<file path="src/sv/rmv_pkg.sv">
// ----------------------------------------------------------------------------
// rmv_pkg: shared types and constants for the running mean/variance unit
// Field widths of the request and response channels and the divider
// control and status structs.
// ----------------------------------------------------------------------------
package rmv_pkg;

   // request / response field widths
   localparam int SAMPLE_W = 32;
   localparam int COUNT_W  = 16;
   localparam int MEAN_W   = 32;
   localparam int M2_W     = 63;

   // shared divider: dividend/quotient width and step counter width
   localparam int DIV_W      = 63;
   localparam int DIV_STEP_W = 6;

   localparam logic [M2_W-1:0] M2_MAX = {M2_W{1'b1}};

   typedef struct packed {
      logic                  start;
      logic [DIV_STEP_W-1:0] steps;
   } div_req_type;

   typedef struct packed {
      logic busy;
      logic done;
   } div_stat_type;

endpackage

</file>
<file path="src/sv/rmv_if.sv">
// ----------------------------------------------------------------------------
// rmv_if: request and response channels of the running mean/variance unit
// Valid/ready channels; a request moves at a clock edge with both high.
// ----------------------------------------------------------------------------
interface rmv_req_if;
   import rmv_pkg::*;

   logic                       valid;
   logic                       ready;
   logic signed [SAMPLE_W-1:0] sample;
   logic                       restart;

   modport source (output valid, output sample, output restart, input ready);
   modport sink   (input valid, input sample, input restart, output ready);
endinterface

interface rmv_rsp_if;
   import rmv_pkg::*;

   logic                     valid;
   logic                     ready;
   logic [COUNT_W-1:0]       count;
   logic signed [MEAN_W-1:0] mean_value;
   logic [M2_W-1:0]          sum_sq_dev;
   logic [M2_W-1:0]          variance;
   logic                     variance_valid;
   logic                     saturated;

   modport source (output valid, output count, output mean_value, output sum_sq_dev,
                   output variance, output variance_valid, output saturated,
                   input ready);
   modport sink   (input valid, input count, input mean_value, input sum_sq_dev,
                   input variance, input variance_valid, input saturated,
                   output ready);
endinterface

</file>
<file path="src/sv/rmv_div.sv">
// ----------------------------------------------------------------------------
// rmv_div: shared iterative unsigned divider
// Restoring division, one quotient bit per cycle. The dividend is taken
// left-aligned; after N steps the quotient sits in the low N bits.
// ----------------------------------------------------------------------------
module rmv_div #(
   parameter int DIVISOR_W = 16
) (
   input  logic                        clock,
   input  logic                        reset,
   input  rmv_pkg::div_req_type        ctrl,
   input  logic [rmv_pkg::DIV_W-1:0]   dividend,
   input  logic [DIVISOR_W-1:0]        divisor,
   output rmv_pkg::div_stat_type       status,
   output logic [rmv_pkg::DIV_W-1:0]   quotient
);
   import rmv_pkg::*;

   logic [DIVISOR_W-1:0]  rem_ff, rem_in;
   logic [DIV_W-1:0]      quo_ff, quo_in;
   logic [DIVISOR_W-1:0]  dvs_ff, dvs_in;
   logic [DIV_STEP_W-1:0] left_ff, left_in;
   logic                  busy_ff, busy_in;
   logic                  done_ff, done_in;

   logic [DIVISOR_W:0] shifted_w;
   logic [DIVISOR_W:0] diff_w;
   logic               take_w;

   assign shifted_w = {rem_ff, quo_ff[DIV_W-1]};
   assign diff_w    = shifted_w - {1'b0, dvs_ff};
   assign take_w    = shifted_w >= {1'b0, dvs_ff};

   always_comb begin
      rem_in  = rem_ff;
      quo_in  = quo_ff;
      dvs_in  = dvs_ff;
      left_in = left_ff;
      busy_in = busy_ff;
      done_in = 1'b0;
      if (ctrl.start) begin
         rem_in  = '0;
         quo_in  = dividend;
         dvs_in  = divisor;
         left_in = ctrl.steps;
         busy_in = 1'b1;
      end else if (busy_ff) begin
         rem_in  = take_w ? diff_w[DIVISOR_W-1:0] : shifted_w[DIVISOR_W-1:0];
         quo_in  = {quo_ff[DIV_W-2:0], take_w};
         left_in = left_ff - DIV_STEP_W'(1);
         if (left_ff == DIV_STEP_W'(1)) begin
            busy_in = 1'b0;
            done_in = 1'b1;
         end
      end
   end

   always_ff @(posedge clock) begin
      if (reset) begin
         busy_ff <= 1'b0;
         done_ff <= 1'b0;
         left_ff <= '0;
      end else begin
         busy_ff <= busy_in;
         done_ff <= done_in;
         left_ff <= left_in;
      end
      rem_ff <= rem_in;
      quo_ff <= quo_in;
      dvs_ff <= dvs_in;
   end

   assign status.busy = busy_ff;
   assign status.done = done_ff;
   assign quotient    = quo_ff;

endmodule

</file>
<file path="src/sv/running_mean_variance_unit.sv">
// ----------------------------------------------------------------------------
// running_mean_variance_unit: streaming Welford mean and variance
// Keeps count, mean and M2 over signed fixed-point samples and returns
// count, mean, M2 and sample variance M2/(n-1) for every request.
// ----------------------------------------------------------------------------
// Usage:
//  - req_ch carries one sample (low SAMPLE_WIDTH bits used, two's complement)
//    and a restart flag that clears count, mean and M2 before the sample.
//  - rsp_ch returns one response per request: count, mean, M2 (Q31.32),
//    variance (zero and variance_valid low while count < 2), saturated.
//  - One request is in work at a time; req_ch.ready is high only when the
//    sequencer is idle. Each request makes two passes through the shared
//    one-bit-per-cycle divider (SAMPLE_WIDTH steps for the mean step, 63
//    steps for the variance), with sequencer states around them. With
//    fewer than two samples, or at a held full count, the divider passes
//    that are not needed are skipped.
//  - Results sit in an output register; a new request is taken while a
//    response waits, and the sequencer only holds in its final state if a
//    second response is ready before the first one has been taken.
//  - At full count without restart the state is held and saturated is set.
//  - Reset (synchronous) clears count, mean and M2 and drops any response.
// ----------------------------------------------------------------------------
module running_mean_variance_unit #(
   parameter int COUNT_WIDTH  = 16,
   parameter int SAMPLE_WIDTH = 32
) (
   input  logic       clock,
   input  logic       reset,
   rmv_req_if.sink    req_ch,
   rmv_rsp_if.source  rsp_ch
);
   import rmv_pkg::*;

   localparam int SW     = SAMPLE_WIDTH;
   localparam int CW     = COUNT_WIDTH;
   localparam int PROD_W = 2 * SAMPLE_WIDTH;
   localparam int SUM_W  = M2_W + 2;

   localparam logic [DIV_STEP_W-1:0] STEPS_MEAN = DIV_STEP_W'(SAMPLE_WIDTH);
   localparam logic [DIV_STEP_W-1:0] STEPS_VAR  = DIV_STEP_W'(DIV_W);

   // sequencer states
   localparam logic [2:0] S_IDLE   = 3'd0;  // wait for a request
   localparam logic [2:0] S_STEP   = 3'd1;  // mean step division running
   localparam logic [2:0] S_MUL    = 3'd2;  // delta * (x - new mean)
   localparam logic [2:0] S_ACC    = 3'd3;  // saturating M2 accumulate
   localparam logic [2:0] S_VSTART = 3'd4;  // launch variance division
   localparam logic [2:0] S_VAR    = 3'd5;  // variance division running
   localparam logic [2:0] S_DONE   = 3'd6;  // hand result to output register

   logic [2:0]            state_ff, state_in;
   logic [CW-1:0]         count_ff, count_in;
   logic signed [SW-1:0]  mean_ff, mean_in;
   logic [M2_W-1:0]       m2_ff, m2_in;
   logic signed [SW-1:0]  x_ff, x_in;
   logic                  dneg_ff, dneg_in;
   logic [SW-1:0]         dmag_ff, dmag_in;
   logic                  sat_ff, sat_in;
   logic [PROD_W-1:0]     prod_ff, prod_in;
   logic [M2_W-1:0]       var_ff, var_in;

   // output register
   logic                     rsp_valid_ff, rsp_valid_in;
   logic [COUNT_W-1:0]       o_count_ff, o_count_in;
   logic signed [MEAN_W-1:0] o_mean_ff, o_mean_in;
   logic [M2_W-1:0]          o_m2_ff, o_m2_in;
   logic [M2_W-1:0]          o_var_ff, o_var_in;
   logic                     o_vv_ff, o_vv_in;
   logic                     o_sat_ff, o_sat_in;

   // divider hookup
   div_req_type        div_ctrl;
   div_stat_type       div_stat;
   logic [DIV_W-1:0]   div_dividend;
   logic [CW-1:0]      div_divisor;
   logic [DIV_W-1:0]   div_quotient;

   // request side arithmetic
   logic                 req_fire_w;
   logic signed [SW-1:0] x_w;
   logic [CW-1:0]        cnt_eff_w;
   logic signed [SW-1:0] mean_eff_w;
   logic                 full_w;
   logic signed [SW:0]   delta_w;
   logic [SW:0]          dabs_w;

   // update arithmetic
   logic [SW-1:0]        q_w;
   logic signed [SW:0]   step_w;
   logic signed [SW:0]   nmean_w;
   logic signed [SW:0]   diff_w;
   logic [SW:0]          diff_abs_w;
   logic [PROD_W-1:0]    prod_w;
   logic [SUM_W-1:0]     sum_w;
   logic                 two_plus_w;
   logic                 out_free_w;

   assign req_ch.ready = (state_ff == S_IDLE);
   assign req_fire_w   = req_ch.valid && req_ch.ready;

   // restart clears the running state before the sample is applied
   assign x_w        = $signed(req_ch.sample[SW-1:0]);
   assign cnt_eff_w  = req_ch.restart ? '0 : count_ff;
   assign mean_eff_w = req_ch.restart ? '0 : mean_ff;
   assign full_w     = &cnt_eff_w;

   // delta = x - old mean, kept as sign and magnitude for the divider
   assign delta_w = (SW+1)'(x_w) - (SW+1)'(mean_eff_w);
   assign dabs_w  = delta_w[SW] ? -delta_w : delta_w;

   // truncating signed step: magnitude quotient, sign of delta
   assign q_w     = div_quotient[SW-1:0];
   assign step_w  = dneg_ff ? -$signed({1'b0, q_w}) : $signed({1'b0, q_w});
   assign nmean_w = (SW+1)'(mean_ff) + step_w;

   // x - new mean has the sign of delta, so magnitudes multiply to M2 term
   assign diff_w     = (SW+1)'(x_ff) - (SW+1)'(mean_ff);
   assign diff_abs_w = diff_w[SW] ? -diff_w : diff_w;
   assign prod_w     = dmag_ff * diff_abs_w[SW-1:0];

   assign sum_w = SUM_W'(prod_ff) + SUM_W'(m2_ff);

   assign two_plus_w = count_ff >= CW'(2);
   assign out_free_w = !rsp_valid_ff || rsp_ch.ready;

   // divider: mean step from idle, variance from S_VSTART
   always_comb begin
      div_ctrl.start = 1'b0;
      div_ctrl.steps = STEPS_VAR;
      div_dividend   = m2_ff;
      div_divisor    = count_ff - CW'(1);
      if (state_ff == S_IDLE) begin
         div_ctrl.start = req_fire_w && !full_w;
         div_ctrl.steps = STEPS_MEAN;
         div_dividend   = {dabs_w[SW-1:0], {(DIV_W-SW){1'b0}}};
         div_divisor    = cnt_eff_w + CW'(1);
      end else if (state_ff == S_VSTART) begin
         div_ctrl.start = two_plus_w;
      end
   end

   rmv_div #(
      .DIVISOR_W (CW)
   ) u_div (
      .clock    (clock),
      .reset    (reset),
      .ctrl     (div_ctrl),
      .dividend (div_dividend),
      .divisor  (div_divisor),
      .status   (div_stat),
      .quotient (div_quotient)
   );

   // sequencer and datapath
   always_comb begin
      state_in     = state_ff;
      count_in     = count_ff;
      mean_in      = mean_ff;
      m2_in        = m2_ff;
      x_in         = x_ff;
      dneg_in      = dneg_ff;
      dmag_in      = dmag_ff;
      sat_in       = sat_ff;
      prod_in      = prod_ff;
      var_in       = var_ff;
      rsp_valid_in = rsp_valid_ff && !rsp_ch.ready;
      o_count_in   = o_count_ff;
      o_mean_in    = o_mean_ff;
      o_m2_in      = o_m2_ff;
      o_var_in     = o_var_ff;
      o_vv_in      = o_vv_ff;
      o_sat_in     = o_sat_ff;

      case (state_ff)
         S_IDLE: begin
            if (req_fire_w) begin
               if (req_ch.restart) begin
                  count_in = '0;
                  mean_in  = '0;
                  m2_in    = '0;
               end
               x_in    = x_w;
               dneg_in = delta_w[SW];
               dmag_in = dabs_w[SW-1:0];
               sat_in  = full_w;
               // full count: hold state, report it with saturated set
               state_in = full_w ? S_VSTART : S_STEP;
            end
         end
         S_STEP: begin
            if (div_stat.done) begin
               mean_in  = nmean_w[SW-1:0];
               count_in = count_ff + CW'(1);
               state_in = S_MUL;
            end
         end
         S_MUL: begin
            prod_in  = prod_w;
            state_in = S_ACC;
         end
         S_ACC: begin
            // clamp M2 at its largest value on overflow
            m2_in    = (sum_w > SUM_W'(M2_MAX)) ? M2_MAX : sum_w[M2_W-1:0];
            state_in = S_VSTART;
         end
         S_VSTART: begin
            if (two_plus_w) begin
               state_in = S_VAR;
            end else begin
               var_in   = '0;
               state_in = S_DONE;
            end
         end
         S_VAR: begin
            if (div_stat.done) begin
               var_in   = div_quotient[M2_W-1:0];
               state_in = S_DONE;
            end
         end
         S_DONE: begin
            if (out_free_w) begin
               rsp_valid_in = 1'b1;
               o_count_in   = COUNT_W'(count_ff);
               o_mean_in    = MEAN_W'(mean_ff);
               o_m2_in      = m2_ff;
               o_var_in     = var_ff;
               o_vv_in      = two_plus_w;
               o_sat_in     = sat_ff;
               state_in     = S_IDLE;
            end
         end
         default: begin
            state_in = S_IDLE;
         end
      endcase
   end

   always_ff @(posedge clock) begin
      if (reset) begin
         state_ff     <= S_IDLE;
         count_ff     <= '0;
         mean_ff      <= '0;
         m2_ff        <= '0;
         rsp_valid_ff <= 1'b0;
      end else begin
         state_ff     <= state_in;
         count_ff     <= count_in;
         mean_ff      <= mean_in;
         m2_ff        <= m2_in;
         rsp_valid_ff <= rsp_valid_in;
      end
      x_ff       <= x_in;
      dneg_ff    <= dneg_in;
      dmag_ff    <= dmag_in;
      sat_ff     <= sat_in;
      prod_ff    <= prod_in;
      var_ff     <= var_in;
      o_count_ff <= o_count_in;
      o_mean_ff  <= o_mean_in;
      o_m2_ff    <= o_m2_in;
      o_var_ff   <= o_var_in;
      o_vv_ff    <= o_vv_in;
      o_sat_ff   <= o_sat_in;
   end

   assign rsp_ch.valid          = rsp_valid_ff;
   assign rsp_ch.count          = o_count_ff;
   assign rsp_ch.mean_value     = o_mean_ff;
   assign rsp_ch.sum_sq_dev     = o_m2_ff;
   assign rsp_ch.variance       = o_var_ff;
   assign rsp_ch.variance_valid = o_vv_ff;
   assign rsp_ch.saturated      = o_sat_ff;

endmodule

</file>
<file path="src/flat_wrapper.sv">
// flat-port wrapper written by rule: the top's interface ports become plain ports
module running_mean_variance_unit_flat import rmv_pkg::*;
#(
   parameter int COUNT_WIDTH  = 16,
   parameter int SAMPLE_WIDTH = 32
)
  (clock, reset, req_ch_valid, req_ch_sample, req_ch_restart, req_ch_ready, rsp_ch_valid, rsp_ch_count, rsp_ch_mean_value, rsp_ch_sum_sq_dev, rsp_ch_variance, rsp_ch_variance_valid, rsp_ch_saturated, rsp_ch_ready);
  rmv_req_if req_ch_i ();
  rmv_rsp_if rsp_ch_i ();
  input  logic clock;
  input  logic reset;
  input wire logic [$bits(req_ch_i.valid)-1:0] req_ch_valid;
  input wire logic [$bits(req_ch_i.sample)-1:0] req_ch_sample;
  input wire logic [$bits(req_ch_i.restart)-1:0] req_ch_restart;
  output wire logic [$bits(req_ch_i.ready)-1:0] req_ch_ready;
  output wire logic [$bits(rsp_ch_i.valid)-1:0] rsp_ch_valid;
  output wire logic [$bits(rsp_ch_i.count)-1:0] rsp_ch_count;
  output wire logic [$bits(rsp_ch_i.mean_value)-1:0] rsp_ch_mean_value;
  output wire logic [$bits(rsp_ch_i.sum_sq_dev)-1:0] rsp_ch_sum_sq_dev;
  output wire logic [$bits(rsp_ch_i.variance)-1:0] rsp_ch_variance;
  output wire logic [$bits(rsp_ch_i.variance_valid)-1:0] rsp_ch_variance_valid;
  output wire logic [$bits(rsp_ch_i.saturated)-1:0] rsp_ch_saturated;
  input wire logic [$bits(rsp_ch_i.ready)-1:0] rsp_ch_ready;
  assign req_ch_i.valid = req_ch_valid;
  assign req_ch_i.sample = req_ch_sample;
  assign req_ch_i.restart = req_ch_restart;
  assign req_ch_ready = req_ch_i.ready;
  assign rsp_ch_valid = rsp_ch_i.valid;
  assign rsp_ch_count = rsp_ch_i.count;
  assign rsp_ch_mean_value = rsp_ch_i.mean_value;
  assign rsp_ch_sum_sq_dev = rsp_ch_i.sum_sq_dev;
  assign rsp_ch_variance = rsp_ch_i.variance;
  assign rsp_ch_variance_valid = rsp_ch_i.variance_valid;
  assign rsp_ch_saturated = rsp_ch_i.saturated;
  assign rsp_ch_i.ready = rsp_ch_ready;
  running_mean_variance_unit #(.COUNT_WIDTH(COUNT_WIDTH), .SAMPLE_WIDTH(SAMPLE_WIDTH)) u_core (.clock(clock), .reset(reset), .req_ch(req_ch_i), .rsp_ch(rsp_ch_i));
endmodule
</file>
<file path="config.mk">
export PLATFORM = sky130hd
export DESIGN_NAME = running_mean_variance_unit_flat
export DESIGN_NICKNAME = d
export VERILOG_FILES = /design/src/sv/rmv_pkg.sv /design/src/sv/rmv_if.sv /design/src/sv/rmv_div.sv /design/src/sv/running_mean_variance_unit.sv /design/src/flat_wrapper.sv
export SDC_FILE = /design/constraint.sdc
export NUM_CORES = 2
export LEC_CHECK = 0
export BUFFER_PORTS_ARGS = -buffer_cell sky130_fd_sc_hd__buf_4
export CORE_MARGIN = 8
export CORE_UTILIZATION = 40
export CTS_BUF_LIST = sky130_fd_sc_hd__clkbuf_4
export CTS_CLUSTER_SIZE = 14
export DETAILED_ROUTE_END_ITERATION = 10
export PLACE_DENSITY = 0.55
export SETUP_SLACK_MARGIN = 0.5
export SYNTH_ARGS = -nofsm -noshare
export SYNTH_HDL_FRONTEND = slang
export SYNTH_SLANG_ARGS = --single-unit
</file>
<file path="constraint.sdc">
create_clock -name clock -period 29.1 [get_ports clock]
set_clock_uncertainty 0.15 [all_clocks]
set_input_delay 4.365 -clock clock [delete_from_list [all_inputs] [get_ports clock]]
set_output_delay 4.365 -clock clock [all_outputs]
set_load 0.01 [all_outputs]
</file>
Word level (Yosys, flattened, before mapping)
Index checks and enable logic that the tools add are counted.
Operators by class
  add/sub/neg operators: 12
  $mul: 1
  order comparisons: 3
  equal/unequal tests: 13
  muxes and demuxes: 41
  bitwise operators: 1
  reduce and logical (&&, ||, !) cells: 20
Operator list (count)
  $mux 63: 8
  $pmux 63 s2: 2
  $mux 32: 6
  $neg 32->32: 3
  $mux 16: 5
  $sub 32x32->33: 2
  $add 64x63->65: 1
  $gt 65x63->1 const B: 1
  $mul 32x32->64: 1
  $pmux 32 s2: 1
  $add 16x1->16 const B: 2
  $add 32x32->32: 1
  $pmux 16 s2: 1
  $pmux 3 s7: 1
  $ge 17x16->1: 1
  $ge 16x2->1 const B: 1
  $reduce_and 16->1: 1
  $sub 16x1->16 const B: 1
  $sub 16x16->16: 1
  $mux 3: 5
  $mux 6: 2
  $ne 2x2->1 const B: 5
  $eq 3x3->1 const B: 3
  $reduce_and 3->1: 3
  other kinds (17): 33
Word-level totals
  register bits after elaboration: 587
  bits of input ports: 37
  output and inout port bits: 178
  logic and storage cells: 114

Depth between registers and ports, before layout
  depth in word-level cells: 6
  depth in mapped cells: 44
  mapped depth without buffers: 42

Hierarchy
A second synthesis with hierarchy kept.
Unflattened totals
  cells, all modules: 6981
  area, all modules: 66401.2 um^2
Modules (own cells, without submodules)
  running_mean_variance_unit: times used 1, cells each 6554, area each 61107.4 um^2, sequential area each 13382.8 um^2
  rmv_div: times used 1, cells each 427, area each 5293.8 um^2, sequential area each 2852.7 um^2

Worst setup path after synthesis
No wires, ideal clock.
  path kind: in2reg
  start point: input rsp_ch_ready
  end point: register u_core.o_count_ff[0], in the netlist u_core.rsp_ch.count[0] (enable)
  library setup time: 714 ps
  arrival: 11872 ps
  data required time: 28236 ps
  setup slack: 16364 ps
  cell stages on the path: 3
  path buffers: 0
  path through: nand2b_1 nand2_1 nor2_1
On the way
  word-level cells in the longest chain between the ends: 2
RTL lines
  start, declared: RTL line flat_wrapper.sv:23  | input wire logic [$bits(rsp_ch_i.ready)-1:0] rsp_ch_ready;
  $logic_or 1x1->1: RTL line running_mean_variance_unit.sv:124  | assign out_free_w = !rsp_valid_ff || rsp_ch.ready;
  $reduce_and 2->1 (no line)
  end signal, assigned: RTL line running_mean_variance_unit.sv:258  | o_count_ff <= o_count_in;
  end, declared: RTL line running_mean_variance_unit.sv:64  | logic [COUNT_W-1:0] o_count_ff, o_count_in;
Every way passes these cells.
A chain may end at the register's enable or synchronous reset.

Worst setup path after layout
  start point: register u_core.mean_ff[1]
  end point: register u_core.prod_ff[58] (data pin)
On the way
  word-level cells in the longest chain between the ends: 4
RTL lines
  start, declared: RTL line running_mean_variance_unit.sv:53  | logic signed [SW-1:0] mean_ff, mean_in;
  start signal, assigned: RTL line running_mean_variance_unit.sv:248  | mean_ff <= mean_in;
  $sub 32x32->33 (*): RTL line running_mean_variance_unit.sv:117  | assign diff_w = (SW+1)'(x_ff) - (SW+1)'(mean_ff);
  $neg 32->32: RTL line running_mean_variance_unit.sv:118  | assign diff_abs_w = diff_w[SW] ? -diff_w : diff_w;
  $mux 32 (*): RTL line running_mean_variance_unit.sv:118
  $mul 32x32->64 (*): RTL line running_mean_variance_unit.sv:119  | assign prod_w = dmag_ff * diff_abs_w[SW-1:0];
  named net u_core.prod_w[58]: RTL line running_mean_variance_unit.sv:93  | logic [PROD_W-1:0] prod_w;
  end signal, assigned: RTL line running_mean_variance_unit.sv:256  | prod_ff <= prod_in;
  end, declared: RTL line running_mean_variance_unit.sv:59  | logic [PROD_W-1:0] prod_ff, prod_in;
The timed path passes the listed nets; every way through them passes the cells marked *.

==> out/summary.log <==
INFO  timing         grt_setup_unrepaired=no
INFO  timing         setup_viol=0
INFO  global_route   grt_start_max_net_pins=100
INFO  logic_synthesis yosysSeqAreaShare=0.2457
INFO  placement      gpl.final_weighted_congestion=0.9128
INFO  logic_synthesis synth_fa_ha_area_frac=0.3574
INFO  min_path       timing.hold.worst_path_depth=0
INFO  die            fp.coreArea=0.1644sqmm
INFO  clock_tree     h_tree_depth_reported_by_cts=4
INFO  logic_synthesis synthSimpleGateAreaFrac=0.1529
INFO  min_path       hold_path_end=u_core.rsp_ch.variance[34]$_DFFE_PP_
INFO  timing         drv_slew=0
INFO  worst_setup_path r2r-end=u_core.prod_ff[58]$_DFFE_PP_
INFO  job            max-cap-violations=0
INFO  die            std_cell_rows=149
INFO  worst_setup_path worst_r2r_startpoint=u_core.mean_ff[1]$_SDFFE_PP0P_
INFO  timing         worst-slew-pin-transition=1.178ns
INFO  clock_tree     tritoncts_clock_tree=built
INFO  clock_tree     post_cts_buffers=0
INFO  detailed_routing ant_nets=0
INFO  final_layout   fin_nets=8531
INFO  worst_setup_path reg2reg_slack=16.26ns
INFO  global_route   number_of_global_route_vias_before_repair=52490
INFO  detailed_routing firstDrtPassIters=6
INFO  placement      placement.io_buffers=214
INFO  die            start_util=0.4018
INFO  timing         maxClockFrequency=77.86MHz
INFO  clock_tree     ctsLongestPathBuffers=3
INFO  die            die_width=422.4microns
INFO  clock_tree     cts-resized-gates=0
INFO  logic_synthesis syn_nets=8388
INFO  logic_synthesis synth_seq_cells=587
INFO  timing         final_hold_viol_count=0
INFO  worst_setup_path r2r_depth=36
INFO  logic_synthesis area_fraction_in_compound_gates_after_synthesis=0.1192
INFO  min_path       hold_start=u_core.var_ff[34]$_SDFFCE_PN0P_
INFO  detailed_routing route.final.wire_length=210000microns
INFO  global_route   antenna_found_initial=16
INFO  clock_tree     clk_root_buffer_cell=sky130_fd_sc_hd__clkbuf_4
INFO  logic_synthesis synth-xor-area-share=0.03672
INFO  detailed_routing number_of_vias_in_the_routed_layout=51280
INFO  logic_synthesis syn-mean-instance-area=9.434squm
INFO  die            die_area=0.1785sqmm
INFO  worst_setup_path critPathArrivalTime=13.51ns
INFO  logic_synthesis synthesis.yosys.warnings=0
INFO  final_layout   stdcell_area=0.07239sqmm
INFO  logic_synthesis muxShareOfSynthArea=0.004298
INFO  die            floorplan.io_pins=215
INFO  detailed_routing detailedRoute.firstIterationViolations=4138
INFO  timing         finalCritPeriodShare=0.4414
INFO  placement      post-dp-hpwl=155800microns
INFO  global_route   grt_usage=0.2313
INFO  final_layout   top_library_cells_by_usage_in_the_layout_fill_and_taps_aside=sky130_fd_sc_hd__inv_1, sky130_fd_sc_hd__nand2_1, sky130_fd_sc_hd__fa_1, sky130_fd_sc_hd__edfxtp_1, sky130_fd_sc_hd__ha_1
INFO  clock_tree     cts_inserted_buffers=168
INFO  detailed_routing drt_drc_violations_left=0
INFO  outcome        run_status=finished clean
INFO  min_path       worstHoldPathType=reg -> reg
INFO  logic_synthesis synth.cell_area=0.06608sqmm
INFO  die            die_height=422.4microns
INFO  logic_synthesis ys_types=95
INFO  logic_synthesis netlist_instances=7004
INFO  worst_setup_path critical_path.max_stage_delay=0.82ns
INFO  timing         setup-tns-final=0ns
INFO  worst_setup_path crit_required=29.77ns
INFO  global_route   grt_first_pass_wirelength=321100microns
INFO  worst_setup_path cp_common_cell=sky130_fd_sc_hd__fa_1
INFO  worst_setup_path crit_path_top_delay_cell=sky130_fd_sc_hd__nor4_1
INFO  placement      placedInstanceArea=0.07016sqmm
INFO  worst_setup_path timing_worst_setup_path_type=reg -> reg
INFO  worst_setup_path setup.worst_path.start_class=flop
INFO  timing         shortest_clock_period_the_worst_path_allows_after_layout=12.84ns
INFO  global_route   grt_overflow_total=0
INFO  logic_synthesis dominant_combinational_cell_family_by_area_after_synthesis=adder cells
INFO  worst_setup_path worst-path-max-fanout=32
INFO  timing         timing.slew.headroom=0.2144
INFO  detailed_routing wl_per_cell=22.14microns
INFO  final_layout   post_route_cells_drive_above_1_share=0.09430
INFO  logic_synthesis synth-async-reset-ratio=0
INFO  worst_setup_path endpoint_kind=flop
INFO  final_layout   synthToLayoutAreaGrowth=9.549%
INFO  clock_tree     clk_transition_reported_paths=0.06ns
INFO  logic_synthesis synth-edff-count=448
INFO  clock_tree     clk_latency=1.10ns
INFO  final_layout   layout.cells.most_common=sky130_fd_sc_hd__inv_1
INFO  detailed_routing route.detailed.vias_per_inst=5.408
INFO  clock_tree     cts_num_sinks=587
INFO  logic_synthesis postSynth.topFlopCell=sky130_fd_sc_hd__edfxtp_1
INFO  clock_tree     holdBufCountCts=0
routing by layer:
layer / up-vias / share of wire / track usage
met1: 25980 / 0.42 / 0.3066
met2: 1817 / 0.48 / 0.3889
li1: 23140 / - / -
met5: - / 0.00012 / 0
met3: 350 / 0.061 / 0.02901
met4: 4 / 0.037 / 0.08533
cells by family (layout without fill, tap and decap cells):
kind of cell             Yosys count  after routing
AO/OA/AOI/OAI                   1208           1208
XOR/XNOR                         277            277
adder cells (fa/ha/maj)         1347           1347
buffers and inverters           1468           1749
flip-flops                       587            587
multiplexers                      28             28
other                              0              8
AND/OR/NAND/NOR                 2089           2089
registers in the layout (all words and copies together), names as in the netlist, 63 cells and up:
register / cells
u_core.prod_ff: 64
u_core.u_div.quotient: 63
u_core.rsp_ch.sum_sq_dev: 63
u_core.rsp_ch.variance: 63
u_core.var_ff: 63
u_core.m2_ff: 63
worst max-delay path by stage:
| stage | from | to | slack [ns] | cells after the start |
|---|---|---|---|---|
| after global placement | u_core.mean_ff[1]$_SDFFE_PP0P_ | u_core.prod_ff[58]$_DFFE_PP_ | 16.43 | 36 |
| final | u_core.mean_ff[1]$_SDFFE_PP0P_ | u_core.prod_ff[58]$_DFFE_PP_ | 16.26 | 36 |
| after detailed placement | u_core.mean_ff[1]$_SDFFE_PP0P_ | u_core.prod_ff[58]$_DFFE_PP_ | 16.34 | 36 |
| after global routing | u_core.mean_ff[1]$_SDFFE_PP0P_ | u_core.prod_ff[62]$_DFFE_PP_ | 15.64 | 37 |
| after floorplan | rsp_ch_ready | u_core.rsp_ch.count[0]$_DFFE_PP_ | 16.36 | 3 |
| after CTS | u_core.mean_ff[1]$_SDFFE_PP0P_ | u_core.prod_ff[58]$_DFFE_PP_ | 16.35 | 36 |
worst max-delay path, delay by kind of cell, from the launching register on:
family,cells,cell delay (ns)
flops,1,0.50
compound gates,9,2.83
buf+inv,5,0.66
fa+ha+maj,10,4.64
xor+xnor,1,0.14
simple gates,11,3.64
area by class of cell:
cell class	instances	area [sq um]
inverter	1129	4239
sequential	587	16240
fill	16240	92040
timing repair buffer	312	2342
clock inverter	54	300.3
tap	2189	2739
antenna	8	20.02
multi-input combinational	4949	44600
clock buffer	254	1907
metrics by stage:
| step | instances | setup slack, ns | utilization | hold WS [ns] |
|---|---|---|---|---|
| floorplan | 7004 | 16.36 | - | 0.2503 |
| detailed placement | 9166 | 16.34 | 0.4267 | 0.2545 |
| finish | 9482 | 16.26 | 0.4402 | 0.2662 |
| CTS | 9474 | 16.35 | 0.4401 | 0.2659 |
| global route | 9478 | 15.64 | 0.4402 | 0.2713 |
| global placement | 9166 | 16.43 | 0.4267 | 0.2517 |
Yosys cell counts (10+ instances only):
cell type / count / area share
sky130_fd_sc_hd__or4_1: 21 / 0.0024
sky130_fd_sc_hd__nor3_1: 59 / 0.0045
sky130_fd_sc_hd__and3_1: 40 / 0.0038
sky130_fd_sc_hd__xor2_1: 90 / 0.012
sky130_fd_sc_hd__a221oi_1: 10 / 0.0013
sky130_fd_sc_hd__nand2_1: 915 / 0.052
sky130_fd_sc_hd__o21bai_1: 48 / 0.0055
sky130_fd_sc_hd__o21a_1: 36 / 0.0041
sky130_fd_sc_hd__nor2_1: 270 / 0.015
sky130_fd_sc_hd__a21boi_0: 14 / 0.0016
sky130_fd_sc_hd__fa_1: 901 / 0.27
sky130_fd_sc_hd__o21ai_0: 259 / 0.020
sky130_fd_sc_hd__a211o_1: 10 / 0.0013
sky130_fd_sc_hd__and2_1: 414 / 0.039
sky130_fd_sc_hd__ha_1: 446 / 0.084
sky130_fd_sc_hd__or3_1: 20 / 0.0019
sky130_fd_sc_hd__a22o_1: 39 / 0.0052
sky130_fd_sc_hd__nand3_1: 72 / 0.0055
sky130_fd_sc_hd__a21oi_1: 327 / 0.025
sky130_fd_sc_hd__nand4_1: 32 / 0.0030
sky130_fd_sc_hd__or2_2: 21 / 0.0020
sky130_fd_sc_hd__nand3b_1: 10 / 0.0011
sky130_fd_sc_hd__a31oi_1: 28 / 0.0027
sky130_fd_sc_hd__o41ai_1: 10 / 0.0013
sky130_fd_sc_hd__a22oi_1: 25 / 0.0028
sky130_fd_sc_hd__o211ai_1: 19 / 0.0022
sky130_fd_sc_hd__a31o_2: 10 / 0.0013
sky130_fd_sc_hd__o31ai_1: 36 / 0.0041
sky130_fd_sc_hd__dfxtp_1: 139 / 0.042
sky130_fd_sc_hd__nand2b_1: 84 / 0.0080
sky130_fd_sc_hd__mux2i_1: 25 / 0.0038
sky130_fd_sc_hd__nor4_1: 21 / 0.0020
sky130_fd_sc_hd__clkbuf_1: 326 / 0.019
sky130_fd_sc_hd__a211oi_1: 47 / 0.0053
sky130_fd_sc_hd__a21o_1: 140 / 0.016
sky130_fd_sc_hd__o2111ai_1: 10 / 0.0013
sky130_fd_sc_hd__xnor2_1: 187 / 0.025
sky130_fd_sc_hd__edfxtp_1: 448 / 0.20
sky130_fd_sc_hd__inv_1: 1128 / 0.064
sky130_fd_sc_hd__a21bo_1: 11 / 0.0017
sky130_fd_sc_hd__a21boi_1: 20 / 0.0023
sky130_fd_sc_hd__nor2b_1: 79 / 0.0075
Power is left out: the tool's default activity adds up to more than one toggle a clock period on the data nets, which glitch-free logic cannot reach.
